===== src/hw/rtl/md5_pkg.sv =====
`default_nettype none

package md5_pkg;

   // Datapath operation codes, one per microcode step
   localparam logic [3:0] OP_NOP      = 4'd0;
   localparam logic [3:0] OP_ABSORB   = 4'd1;
   localparam logic [3:0] OP_LOAD     = 4'd2;
   localparam logic [3:0] OP_ROUND    = 4'd3;
   localparam logic [3:0] OP_ADD      = 4'd4;
   localparam logic [3:0] OP_PADINIT  = 4'd5;
   localparam logic [3:0] OP_PADBYTE  = 4'd6;
   localparam logic [3:0] OP_CTX_PADA = 4'd7;
   localparam logic [3:0] OP_ZERO     = 4'd8;
   localparam logic [3:0] OP_LEN      = 4'd9;
   localparam logic [3:0] OP_EMIT     = 4'd10;
   localparam logic [3:0] OP_CLEAR    = 4'd11;

   // Chain initial values
   localparam logic [31:0] IV_A = 32'h67452301;
   localparam logic [31:0] IV_B = 32'hefcdab89;
   localparam logic [31:0] IV_C = 32'h98badcfe;
   localparam logic [31:0] IV_D = 32'h10325476;

   localparam logic [7:0] PAD_BYTE = 8'h80;

   // Control from sequencer to datapath
   typedef struct packed {
      logic       ready;
      logic [3:0] op;
   } ctrl_type;

   // Datapath status for the sequencer's jump conditions
   typedef struct packed {
      logic idle_next;
      logic not_full;
      logic round_more;
      logic ctx_final;
      logic ctx_pada;
      logic not_last;
      logic pad_more;
      logic not_wide;
      logic zero_more;
   } dp_stat_type;

   // Additive constants per step
   function automatic logic [31:0] md5_k(input logic [5:0] s);
      logic [31:0] k;
      case (s)
         6'd0:  k = 32'hd76aa478;  6'd1:  k = 32'he8c7b756;
         6'd2:  k = 32'h242070db;  6'd3:  k = 32'hc1bdceee;
         6'd4:  k = 32'hf57c0faf;  6'd5:  k = 32'h4787c62a;
         6'd6:  k = 32'ha8304613;  6'd7:  k = 32'hfd469501;
         6'd8:  k = 32'h698098d8;  6'd9:  k = 32'h8b44f7af;
         6'd10: k = 32'hffff5bb1;  6'd11: k = 32'h895cd7be;
         6'd12: k = 32'h6b901122;  6'd13: k = 32'hfd987193;
         6'd14: k = 32'ha679438e;  6'd15: k = 32'h49b40821;
         6'd16: k = 32'hf61e2562;  6'd17: k = 32'hc040b340;
         6'd18: k = 32'h265e5a51;  6'd19: k = 32'he9b6c7aa;
         6'd20: k = 32'hd62f105d;  6'd21: k = 32'h02441453;
         6'd22: k = 32'hd8a1e681;  6'd23: k = 32'he7d3fbc8;
         6'd24: k = 32'h21e1cde6;  6'd25: k = 32'hc33707d6;
         6'd26: k = 32'hf4d50d87;  6'd27: k = 32'h455a14ed;
         6'd28: k = 32'ha9e3e905;  6'd29: k = 32'hfcefa3f8;
         6'd30: k = 32'h676f02d9;  6'd31: k = 32'h8d2a4c8a;
         6'd32: k = 32'hfffa3942;  6'd33: k = 32'h8771f681;
         6'd34: k = 32'h6d9d6122;  6'd35: k = 32'hfde5380c;
         6'd36: k = 32'ha4beea44;  6'd37: k = 32'h4bdecfa9;
         6'd38: k = 32'hf6bb4b60;  6'd39: k = 32'hbebfbc70;
         6'd40: k = 32'h289b7ec6;  6'd41: k = 32'heaa127fa;
         6'd42: k = 32'hd4ef3085;  6'd43: k = 32'h04881d05;
         6'd44: k = 32'hd9d4d039;  6'd45: k = 32'he6db99e5;
         6'd46: k = 32'h1fa27cf8;  6'd47: k = 32'hc4ac5665;
         6'd48: k = 32'hf4292244;  6'd49: k = 32'h432aff97;
         6'd50: k = 32'hab9423a7;  6'd51: k = 32'hfc93a039;
         6'd52: k = 32'h655b59c3;  6'd53: k = 32'h8f0ccc92;
         6'd54: k = 32'hffeff47d;  6'd55: k = 32'h85845dd1;
         6'd56: k = 32'h6fa87e4f;  6'd57: k = 32'hfe2ce6e0;
         6'd58: k = 32'ha3014314;  6'd59: k = 32'h4e0811a1;
         6'd60: k = 32'hf7537e82;  6'd61: k = 32'hbd3af235;
         6'd62: k = 32'h2ad7d2bb;  6'd63: k = 32'heb86d391;
         default: k = 32'h0;
      endcase
      return k;
   endfunction

   // Rotate amount per step
   function automatic logic [4:0] md5_rot(input logic [5:0] s);
      logic [4:0] r;
      case ({s[5:4], s[1:0]})
         4'd0:  r = 5'd7;   4'd1:  r = 5'd12;  4'd2:  r = 5'd17;  4'd3:  r = 5'd22;
         4'd4:  r = 5'd5;   4'd5:  r = 5'd9;   4'd6:  r = 5'd14;  4'd7:  r = 5'd20;
         4'd8:  r = 5'd4;   4'd9:  r = 5'd11;  4'd10: r = 5'd16;  4'd11: r = 5'd23;
         4'd12: r = 5'd6;   4'd13: r = 5'd10;  4'd14: r = 5'd15;  4'd15: r = 5'd21;
         default: r = 5'd7;
      endcase
      return r;
   endfunction

   // Message word index per step
   function automatic logic [3:0] md5_gidx(input logic [5:0] s);
      logic [3:0] t;
      logic [3:0] g;
      t = s[3:0];
      case (s[5:4])
         2'd0:    g = t;
         2'd1:    g = 4'((t << 2) + t + 4'd1);
         2'd2:    g = 4'((t << 1) + t + 4'd5);
         default: g = 4'((t << 3) - t);
      endcase
      return g;
   endfunction

   // Left rotate, amount never zero here
   function automatic logic [31:0] md5_rotl(input logic [31:0] x, input logic [4:0] n);
      logic [5:0] m;
      m = 6'd32 - {1'b0, n};
      return (x << n) | (x >> m);
   endfunction

endpackage

`default_nettype wire


===== src/hw/rtl/md5_hash_engine_core.sv =====
// Channel   Direction  tdata                 tuser               tlast
// req_      in         [7:0] data_byte       [0] message_empty   is_last
// rsp_      out        [31:0] digest_word    [1:0] word_index    last_word
//
// A byte that neither fills a block nor ends the message is followed by a check
// step before the next byte is taken. A byte that fills a block adds one compression:
// 64 round steps of the single shared round unit plus load, add and dispatch steps.
// The last item adds padding, one compression and the four digest words (held while
// rsp_ stalls); a fill of 56 or more adds one more compression plus 16 block clearing
// steps. Reset is synchronous; the next message is taken while the last digest word
// still waits in the output register.
`default_nettype none

module md5_hash_engine_core
   import md5_pkg::*;
(
   input  wire logic        clock,
   input  wire logic        reset,

   input  wire logic        req_tvalid,
   output logic             req_tready,
   input  wire logic [7:0]  req_tdata,   // [7:0] data_byte
   input  wire logic        req_tuser,   // [0] message_empty
   input  wire logic        req_tlast,

   output logic             rsp_tvalid,
   input  wire logic        rsp_tready,
   output logic [31:0]      rsp_tdata,   // [31:0] digest_word
   output logic [1:0]       rsp_tuser,   // [1:0] word_index
   output logic             rsp_tlast
);

   ctrl_type    ctrl;
   dp_stat_type stat;
   logic        item_acc;
   logic        slot_free;
   logic        emit_go;
   logic        emit_more;
   logic [31:0] digest_word;

   logic        rsp_valid_ff;
   logic [31:0] rsp_data_ff;
   logic [1:0]  rsp_idx_ff;
   logic        rsp_last_ff;
   logic [1:0]  emit_idx_ff;

   assign req_tready = ctrl.ready;
   assign item_acc   = req_tvalid && ctrl.ready;
   assign slot_free  = !rsp_valid_ff || rsp_tready;
   assign emit_go    = (ctrl.op == OP_EMIT) && slot_free;
   assign emit_more  = !(emit_go && (emit_idx_ff == 2'd3));

   md5_seq u_seq (
      .clock     (clock),
      .reset     (reset),
      .item_acc  (item_acc),
      .emit_more (emit_more),
      .stat      (stat),
      .ctrl      (ctrl)
   );

   md5_dp u_dp (
      .clock         (clock),
      .reset         (reset),
      .ctrl          (ctrl),
      .item_acc      (item_acc),
      .data_byte     (req_tdata),
      .is_last       (req_tlast),
      .message_empty (req_tuser),
      .emit_idx      (emit_idx_ff),
      .digest_word   (digest_word),
      .stat          (stat)
   );

   // Output register, one digest word per transaction
   always_ff @(posedge clock) begin
      if (reset) begin
         rsp_valid_ff <= 1'b0;
         emit_idx_ff  <= '0;
      end else if (emit_go) begin
         rsp_valid_ff <= 1'b1;
         emit_idx_ff  <= 2'(emit_idx_ff + 2'd1);
      end else if (rsp_tready) begin
         rsp_valid_ff <= 1'b0;
      end
   end

   always_ff @(posedge clock) begin
      if (emit_go) begin
         rsp_data_ff <= digest_word;
         rsp_idx_ff  <= emit_idx_ff;
         rsp_last_ff <= (emit_idx_ff == 2'd3);
      end
   end

   assign rsp_tvalid = rsp_valid_ff;
   assign rsp_tdata  = rsp_data_ff;
   assign rsp_tuser  = rsp_idx_ff;
   assign rsp_tlast  = rsp_last_ff;

endmodule

`default_nettype wire


===== src/hw/rtl/md5_seq.sv =====
`default_nettype none

module md5_seq
   import md5_pkg::*;
(
   input  wire logic        clock,
   input  wire logic        reset,
   input  wire logic        item_acc,
   input  wire logic        emit_more,
   input  wire dp_stat_type stat,
   output ctrl_type         ctrl
);

   // Jump condition codes
   localparam logic [3:0] C_NEVER      = 4'd0;
   localparam logic [3:0] C_ALWAYS     = 4'd1;
   localparam logic [3:0] C_NOT_ACC    = 4'd2;
   localparam logic [3:0] C_IDLE_NEXT  = 4'd3;
   localparam logic [3:0] C_NOT_FULL   = 4'd4;
   localparam logic [3:0] C_ROUND_MORE = 4'd5;
   localparam logic [3:0] C_CTX_FINAL  = 4'd6;
   localparam logic [3:0] C_CTX_PADA   = 4'd7;
   localparam logic [3:0] C_NOT_LAST   = 4'd8;
   localparam logic [3:0] C_PAD_MORE   = 4'd9;
   localparam logic [3:0] C_NOT_WIDE   = 4'd10;
   localparam logic [3:0] C_ZERO_MORE  = 4'd11;
   localparam logic [3:0] C_EMIT_MORE  = 4'd12;

   // Program addresses that are jump targets
   localparam logic [3:0] S_IDLE   = 4'd0;
   localparam logic [3:0] S_LOAD   = 4'd3;
   localparam logic [3:0] S_ROUND  = 4'd4;
   localparam logic [3:0] S_PAD    = 4'd8;
   localparam logic [3:0] S_PADB   = 4'd9;
   localparam logic [3:0] S_ZERO   = 4'd12;
   localparam logic [3:0] S_LEN    = 4'd13;
   localparam logic [3:0] S_EMIT   = 4'd14;

   typedef struct packed {
      logic       ready;
      logic [3:0] op;
      logic [3:0] cond;
      logic [3:0] target;
   } uword_type;

   logic [3:0] upc_ff, upc_in;
   uword_type  uw;
   logic       take;

   // Control store
   always_comb begin
      case (upc_ff)
         4'd0:    uw = '{1'b1, OP_ABSORB,   C_NOT_ACC,    S_IDLE};
         4'd1:    uw = '{1'b0, OP_NOP,      C_IDLE_NEXT,  S_IDLE};
         4'd2:    uw = '{1'b0, OP_NOP,      C_NOT_FULL,   S_PAD};
         4'd3:    uw = '{1'b0, OP_LOAD,     C_NEVER,      S_IDLE};
         4'd4:    uw = '{1'b0, OP_ROUND,    C_ROUND_MORE, S_ROUND};
         4'd5:    uw = '{1'b0, OP_ADD,      C_CTX_FINAL,  S_EMIT};
         4'd6:    uw = '{1'b0, OP_NOP,      C_CTX_PADA,   S_ZERO};
         4'd7:    uw = '{1'b0, OP_NOP,      C_NOT_LAST,   S_IDLE};
         4'd8:    uw = '{1'b0, OP_PADINIT,  C_NEVER,      S_IDLE};
         4'd9:    uw = '{1'b0, OP_PADBYTE,  C_PAD_MORE,   S_PADB};
         4'd10:   uw = '{1'b0, OP_CTX_PADA, C_NOT_WIDE,   S_LEN};
         4'd11:   uw = '{1'b0, OP_NOP,      C_ALWAYS,     S_LOAD};
         4'd12:   uw = '{1'b0, OP_ZERO,     C_ZERO_MORE,  S_ZERO};
         4'd13:   uw = '{1'b0, OP_LEN,      C_ALWAYS,     S_LOAD};
         4'd14:   uw = '{1'b0, OP_EMIT,     C_EMIT_MORE,  S_EMIT};
         default: uw = '{1'b0, OP_CLEAR,    C_ALWAYS,     S_IDLE};
      endcase
   end

   // Condition select
   always_comb begin
      case (uw.cond)
         C_NEVER:      take = 1'b0;
         C_ALWAYS:     take = 1'b1;
         C_NOT_ACC:    take = !item_acc;
         C_IDLE_NEXT:  take = stat.idle_next;
         C_NOT_FULL:   take = stat.not_full;
         C_ROUND_MORE: take = stat.round_more;
         C_CTX_FINAL:  take = stat.ctx_final;
         C_CTX_PADA:   take = stat.ctx_pada;
         C_NOT_LAST:   take = stat.not_last;
         C_PAD_MORE:   take = stat.pad_more;
         C_NOT_WIDE:   take = stat.not_wide;
         C_ZERO_MORE:  take = stat.zero_more;
         C_EMIT_MORE:  take = emit_more;
         default:      take = 1'b0;
      endcase
   end

   assign upc_in     = take ? uw.target : 4'(upc_ff + 4'd1);
   assign ctrl.ready = uw.ready;
   assign ctrl.op    = uw.op;

   always_ff @(posedge clock) begin
      if (reset) begin
         upc_ff <= S_IDLE;
      end else begin
         upc_ff <= upc_in;
      end
   end

endmodule

`default_nettype wire


===== src/hw/rtl/md5_dp.sv =====
`default_nettype none

module md5_dp
   import md5_pkg::*;
(
   input  wire logic        clock,
   input  wire logic        reset,
   input  wire ctrl_type    ctrl,
   input  wire logic        item_acc,
   input  wire logic [7:0]  data_byte,
   input  wire logic        is_last,
   input  wire logic        message_empty,
   input  wire logic [1:0]  emit_idx,
   output logic [31:0]      digest_word,
   output dp_stat_type      stat
);

   // What the current compression returns to
   localparam logic [1:0] CTX_DATA  = 2'd0;
   localparam logic [1:0] CTX_PADA  = 2'd1;
   localparam logic [1:0] CTX_FINAL = 2'd2;

   logic [31:0] chain_ff [4];
   logic [31:0] work_ff  [4];
   logic [31:0] words_ff [16];
   logic [31:0] pre_ff;
   logic [63:0] len_ff;
   logic [5:0]  pos_ff;
   logic [5:0]  step_ff;
   logic [1:0]  ctx_ff;
   logic        full_ff;
   logic        last_ff;
   logic        wide_ff;
   logic        first_ff;

   logic        wr_en;
   logic [7:0]  wr_byte;
   logic [5:0]  pre_step;
   logic [31:0] fn;
   logic [31:0] sum;
   logic [31:0] new_b;

   // Byte lane write source
   always_comb begin
      wr_en   = 1'b0;
      wr_byte = data_byte;
      if (ctrl.op == OP_ABSORB) begin
         wr_en = item_acc && !message_empty;
      end else if (ctrl.op == OP_PADBYTE) begin
         wr_en   = 1'b1;
         wr_byte = first_ff ? PAD_BYTE : 8'h00;
      end
   end

   // Round function
   always_comb begin
      case (step_ff[5:4])
         2'd0:    fn = (work_ff[1] & work_ff[2]) | (~work_ff[1] & work_ff[3]);
         2'd1:    fn = (work_ff[3] & work_ff[1]) | (~work_ff[3] & work_ff[2]);
         2'd2:    fn = work_ff[1] ^ work_ff[2] ^ work_ff[3];
         default: fn = work_ff[2] ^ (work_ff[1] | ~work_ff[3]);
      endcase
      sum   = fn + work_ff[0] + pre_ff;
      new_b = work_ff[1] + md5_rotl(sum, md5_rot(step_ff));
   end

   // Next step's constant plus message word, registered during the preceding step
   assign pre_step = (ctrl.op == OP_LOAD) ? 6'd0 : 6'(step_ff + 6'd1);

   // Message block and working registers
   always_ff @(posedge clock) begin
      if (wr_en) begin
         case (pos_ff[1:0])
            2'd0:    words_ff[pos_ff[5:2]] <= {24'h0, wr_byte};
            2'd1:    words_ff[pos_ff[5:2]][15:8]  <= wr_byte;
            2'd2:    words_ff[pos_ff[5:2]][23:16] <= wr_byte;
            default: words_ff[pos_ff[5:2]][31:24] <= wr_byte;
         endcase
      end
      if (ctrl.op == OP_ZERO) begin
         words_ff[step_ff[3:0]] <= 32'h0;
      end
      if (ctrl.op == OP_LEN) begin
         words_ff[14] <= len_ff[31:0];
         words_ff[15] <= len_ff[63:32];
      end
      if (ctrl.op == OP_LOAD || ctrl.op == OP_ROUND) begin
         pre_ff <= md5_k(pre_step) + words_ff[md5_gidx(pre_step)];
      end
      if (ctrl.op == OP_LOAD) begin
         work_ff <= chain_ff;
      end else if (ctrl.op == OP_ROUND) begin
         work_ff[0] <= work_ff[3];
         work_ff[1] <= new_b;
         work_ff[2] <= work_ff[1];
         work_ff[3] <= work_ff[2];
      end
   end

   // Chain, counters and flags
   always_ff @(posedge clock) begin
      if (reset) begin
         chain_ff <= '{IV_A, IV_B, IV_C, IV_D};
         len_ff   <= '0;
         pos_ff   <= '0;
         step_ff  <= '0;
         ctx_ff   <= CTX_DATA;
         full_ff  <= 1'b0;
         last_ff  <= 1'b0;
         wide_ff  <= 1'b0;
         first_ff <= 1'b0;
      end else begin
         case (ctrl.op)
            OP_ABSORB: begin
               if (item_acc) begin
                  last_ff <= is_last;
                  full_ff <= !message_empty && (pos_ff == 6'd63);
                  if (!message_empty) begin
                     pos_ff <= 6'(pos_ff + 6'd1);
                     len_ff <= 64'(len_ff + 64'd8);
                  end
               end
            end
            OP_LOAD:  step_ff <= '0;
            OP_ROUND: step_ff <= 6'(step_ff + 6'd1);
            OP_ADD: begin
               chain_ff[0] <= chain_ff[0] + work_ff[0];
               chain_ff[1] <= chain_ff[1] + work_ff[1];
               chain_ff[2] <= chain_ff[2] + work_ff[2];
               chain_ff[3] <= chain_ff[3] + work_ff[3];
            end
            OP_PADINIT: begin
               wide_ff  <= (pos_ff[5:3] == 3'b111);
               first_ff <= 1'b1;
            end
            OP_PADBYTE: begin
               first_ff <= 1'b0;
               pos_ff   <= 6'(pos_ff + 6'd1);
            end
            OP_CTX_PADA: ctx_ff  <= CTX_PADA;
            OP_ZERO:     step_ff <= 6'(step_ff + 6'd1);
            OP_LEN:      ctx_ff  <= CTX_FINAL;
            OP_CLEAR: begin
               chain_ff <= '{IV_A, IV_B, IV_C, IV_D};
               len_ff   <= '0;
               pos_ff   <= '0;
               step_ff  <= '0;
               ctx_ff   <= CTX_DATA;
               full_ff  <= 1'b0;
               last_ff  <= 1'b0;
            end
            default: ;
         endcase
      end
   end

   assign digest_word = chain_ff[emit_idx];

   // Status for the sequencer
   assign stat.idle_next  = !full_ff && !last_ff;
   assign stat.not_full   = !full_ff;
   assign stat.round_more = (step_ff != 6'd63);
   assign stat.ctx_final  = (ctx_ff == CTX_FINAL);
   assign stat.ctx_pada   = (ctx_ff == CTX_PADA);
   assign stat.not_last   = !last_ff;
   assign stat.pad_more   = (pos_ff != 6'd63);
   assign stat.not_wide   = !wide_ff;
   assign stat.zero_more  = (step_ff[3:0] != 4'd15);

endmodule

`default_nettype wire

===== config.mk =====
export PLATFORM = sky130hd
export DESIGN_NAME = md5_hash_engine_core
export DESIGN_NICKNAME = d
export VERILOG_FILES = /design/src/hw/rtl/md5_pkg.sv /design/src/hw/rtl/md5_hash_engine_core.sv /design/src/hw/rtl/md5_seq.sv /design/src/hw/rtl/md5_dp.sv
export SDC_FILE = /design/constraint.sdc
export NUM_CORES = 2
export LEC_CHECK = 0
export BUFFER_PORTS_ARGS = -buffer_cell sky130_fd_sc_hd__buf_2
export CAP_MARGIN = 15
export CORE_MARGIN = 5
export CORE_UTILIZATION = 30
export DETAILED_ROUTE_END_ITERATION = 6
export GPL_TIMING_DRIVEN = 0
export PLACE_DENSITY_LB_ADDON = 0.12
export SYNTH_ARGS = -nofsm -noshare
export SYNTH_HDL_FRONTEND = slang
export SYNTH_SLANG_ARGS = --single-unit

===== constraint.sdc =====
create_clock -name clock -period 9.6 [get_ports clock]
set_clock_uncertainty 0.2 [all_clocks]
set_input_delay 1.92 -clock clock [delete_from_list [all_inputs] [get_ports clock]]
set_output_delay 1.92 -clock clock [all_outputs]
set_load 0.01 [all_outputs]

==> impl_metrics.tcl <==
set metrics [dict create \
    area_delta_synth_final_pct 14.8 \
    whs_path_depth 2 \
    p_leak_nw 24.9 \
    cts.clk_slew.worst_paths_ns 0.06 \
    first_pass_iters 6 \
    cts.path.max_buffers 3 \
    drt_first_iter_violations 5492 \
    synth_warnings 0 \
    grt_start_max_net_pins 56 \
    hold_violations 0 \
    grt_pass1_vias 49600 \
    die_h_um 451 \
    boundaryPins 51 \
    period_needed_ns 9.47 \
    max-cap-violations 0 \
    port-buffer-count 50 \
    tightest_slew_ns 1.33 \
    synth_edf_count 707 \
    hp-start "u_dp.full_ff" \
    wl_per_cell_um 29.1 \
    clk_latency_ns 0.77 \
    fin_crit_sh 0.986 \
    relSlewSlack 0.107 \
    via_per_inst 5.69 \
    cts_tree "done" \
    worstPathRequired_ns 9.88 \
    design.core.area_um2 193000 \
    r2r_cells 37 \
    placed_area_um2 62300 \
    crit_path_top_delay_cell "mux4_2" \
    peakVddDrop_uv 168 \
    whs_ns 0.265 \
    rsz0062_at_grt "true" \
    pre_cts_slack_ns -3.47 \
    via_count 51800 \
    post_route_cells_drive_above_1_share 0.0818 \
    setup_viol 0 \
    grt_usage 0.250 \
    power-per-cell-area_nw_per_um2 255 \
    ys_async_sr_fraction 0 \
    synthesis.area_um2 58400 \
    antenna_found_initial 7 \
    arrival_ns 9.75 \
    dieArea_um2 203000 \
    drc 0 \
    clkSinkCount 939 \
    gp_congestion 0.979 \
    dp_hpwl_um 205000 \
    r2r_start "u_dp.step_ff[4]" \
    rows 161 \
    outcome "finished clean" \
    worstHoldPathType "flop to flop" \
    ys_seq_area_frac 0.443 \
    cts_made_buffers 108 \
    startpoint_type "flop" \
    hold_end "u_dp.full_ff" \
    synth_nets 6576 \
    reg2reg_slack_ns 0.13 \
    crit_type "flop to flop" \
    grt-ovfl-total 0 \
    synthFlopType "edfxtp_1" \
    h-tree-depth 3 \
    root_buffer "clkbuf_16" \
    maxSlewViolCount 0 \
    r2r_end "u_dp.work_ff[95]" \
    synth.avg_cell_area_um2 9.31 \
    grt_pass1_wl_um 370000 \
    antenna_left 0 \
    totalWireLength_um 265000 \
    fillCellCount 19900 \
    synth-seq-cells 939 \
    synthCells 6268 \
    end_kind "flop" \
    fmax_ghz 0.106 \
    finalInstanceArea_um2 67000 \
    critPathMaxFanout 10 \
    setup_ws_ns 0.133 \
    fin_nets 6797 \
    dieWidth_um 451 \
    synth.distinct_cells 86 \
    cpPeakStageDelay_ns 0.56 \
    start_util 0.302 \
]
## power by group
group / total (mW) / internal [mW] / switching, mW
Clock: 4.35 / 2.49 / 1.85
Combinational: 7.86 / 2.87 / 4.99
Sequential: 4.87 / 4.67 / 0.194
Total: 17.1 / 10.0 / 7.04
## critical path: cells and delay by family (launching register included)
family | cells | cell delay [ns]
compound gates | 18 | 4.25
buf+inv | 7 | 1.08
mux | 2 | 0.87
fa+ha+maj | 4 | 1.47
flops | 1 | 0.38
xor+xnor | 1 | 0.18
simple gates | 5 | 0.74
## placed cells by master (no fill, tap or decap), drive strengths merged, types with 33 or more instances in the layout
cell type  count
a211oi       205
nor2         465
fa            39
o211ai        71
nor3         117
nand2       1024
and2         157
mux2i         67
dfxtp        232
nand2b        52
o21a          40
or3           33
nand3        132
edfxtp       707
inv          259
mux4          58
o22ai         65
a311oi        73
clkinv        49
nor3b         42
o21ai        341
a31oi        108
clkbuf       450
a21oi        460
buf          173
and3          41
xor2         152
ha           255
a22oi         50
xnor2        150
a21o         119
## cells by family (layout without fill, tap and decap cells)
group | count (synthesis) | in the layout | synth area share
buf+inv | 639 | 949 | 0.0414
xor+xnor | 302 | 302 | 0.0453
compound gates | 1791 | 1791 | 0.200
simple gates | 2161 | 2161 | 0.164
mux | 141 | 141 | 0.0372
fa+ha+maj | 295 | 295 | 0.0682
flops | 939 | 939 | 0.443
other cells | 0 | 4 | 0
## synth_stat cells (9+ instances only)
cell type	instances	share of area
a22o_1	12	0.0018
xnor2_1	150	0.023
nand2_1	1024	0.066
o311a_1	31	0.0053
a311oi_1	72	0.011
and2_1	154	0.017
mux4_2	54	0.021
or3_1	33	0.0035
nor2_1	465	0.030
mux2_2	16	0.0031
o31ai_1	19	0.0024
nor3b_1	42	0.0054
fa_1	39	0.013
nand2b_1	52	0.0056
and3_1	41	0.0044
ha_1	255	0.055
buf_1	46	0.0030
o221ai_1	24	0.0036
edfxtp_1	707	0.36
a211o_1	16	0.0024
inv_1	254	0.016
o21ai_0	334	0.029
o21a_1	40	0.0051
a211oi_1	205	0.026
nand4_1	29	0.0031
a21boi_0	11	0.0014
o22ai_1	65	0.0070
mux2i_1	67	0.011
a21o_1	119	0.015
nor3_1	117	0.010
o21bai_1	31	0.0040
dfxtp_1	232	0.080
and4_1	9	0.0014
o211ai_1	71	0.0091
a221oi_1	10	0.0015
a21oi_1	457	0.039
nor2b_1	22	0.0024
nand3_1	132	0.011
a22oi_1	50	0.0064
xor2_1	152	0.023
or2_2	15	0.0016
a2111oi_0	13	0.0020
a31oi_1	108	0.012
clkbuf_1	324	0.021
## final cells by class
class | count | area [um^2] | area share
well taps | 2526 | 3160 | 0.0472
flip-flops and latches | 939 | 25900 | 0.386
repair buffers | 115 | 915 | 0.0137
multi-input cells | 4690 | 30700 | 0.459
inverters | 260 | 978 | 0.0146
clock inverters | 66 | 826 | 0.0123
clock buffers | 133 | 2850 | 0.0425
diodes | 4 | 10.0 | 0.000149
plain buffers | 375 | 1620 | 0.0241
## per-layer routing
layer / up-vias / wire length (um) / track usage
met5: - / 17 / 0
met4: 2 / 12100 / 0.0968
met3: 493 / 16200 / 0.0320
met2: 2191 / 124000 / 0.419
met1: 25700 / 112000 / 0.328
li1: 23400 / - / -
## timing repair
action	4_1_cts	5_1_grt
hold endpoints to repair	0	0
buffers inserted	10	7
gates resized for setup	155	68
hold buffers	0	0
setup endpoints to repair	54	11
pin swaps	10	17
## flip-flops by register name, indices dropped and copies added, names as in the netlist, 2 cells and up, named ones only
signal         count
emit_idx_ff        2
rsp_tdata         32
rsp_tuser          2
u_dp.chain_ff    128
u_dp.ctx_ff        2
u_dp.len_ff       61
u_dp.pos_ff        6
u_dp.pre_ff       32
u_dp.step_ff       6
u_dp.words_ff    512
u_dp.work_ff     128
u_seq.upc_ff       4
u_seq.uw          13
## how the worst max path moves through the flow
stage | from | end | slack, ns | cells past startpoint
2_1_floorplan | u_dp.step_ff[5] | u_dp.work_ff[95] | 1.13 | 34
3_5_place_dp | u_dp.step_ff[4] | u_dp.work_ff[95] | -3.47 | 34
6_report | u_dp.step_ff[4] | u_dp.work_ff[95] | 0.13 | 37
5_1_grt | u_dp.step_ff[1] | u_dp.pre_ff[29] | -0.04 | 27
3_3_place_gp | u_dp.step_ff[4] | u_dp.work_ff[95] | -3.97 | 34
4_1_cts | u_dp.step_ff[4] | u_dp.work_ff[94] | -0.04 | 35
## per-stage QoR
| step | std cells | TNS [ns] | total power [mW] | util |
|---|---|---|---|---|
| after global placement | 8844 | -108.82 | 12.2 | 0.320 |
| after CTS | 9092 | -0.0363 | 16.8 | 0.345 |
| final | 9108 | 0 | 17.1 | 0.347 |
| after global routing | 9106 | -0.0555 | 17.9 | 0.347 |
| after floorplan | 6268 | 0 | 9.67 | - |
| after detailed placement | 8886 | -78.86 | 12.2 | 0.323 |
(Power assumes the default switching activity.)
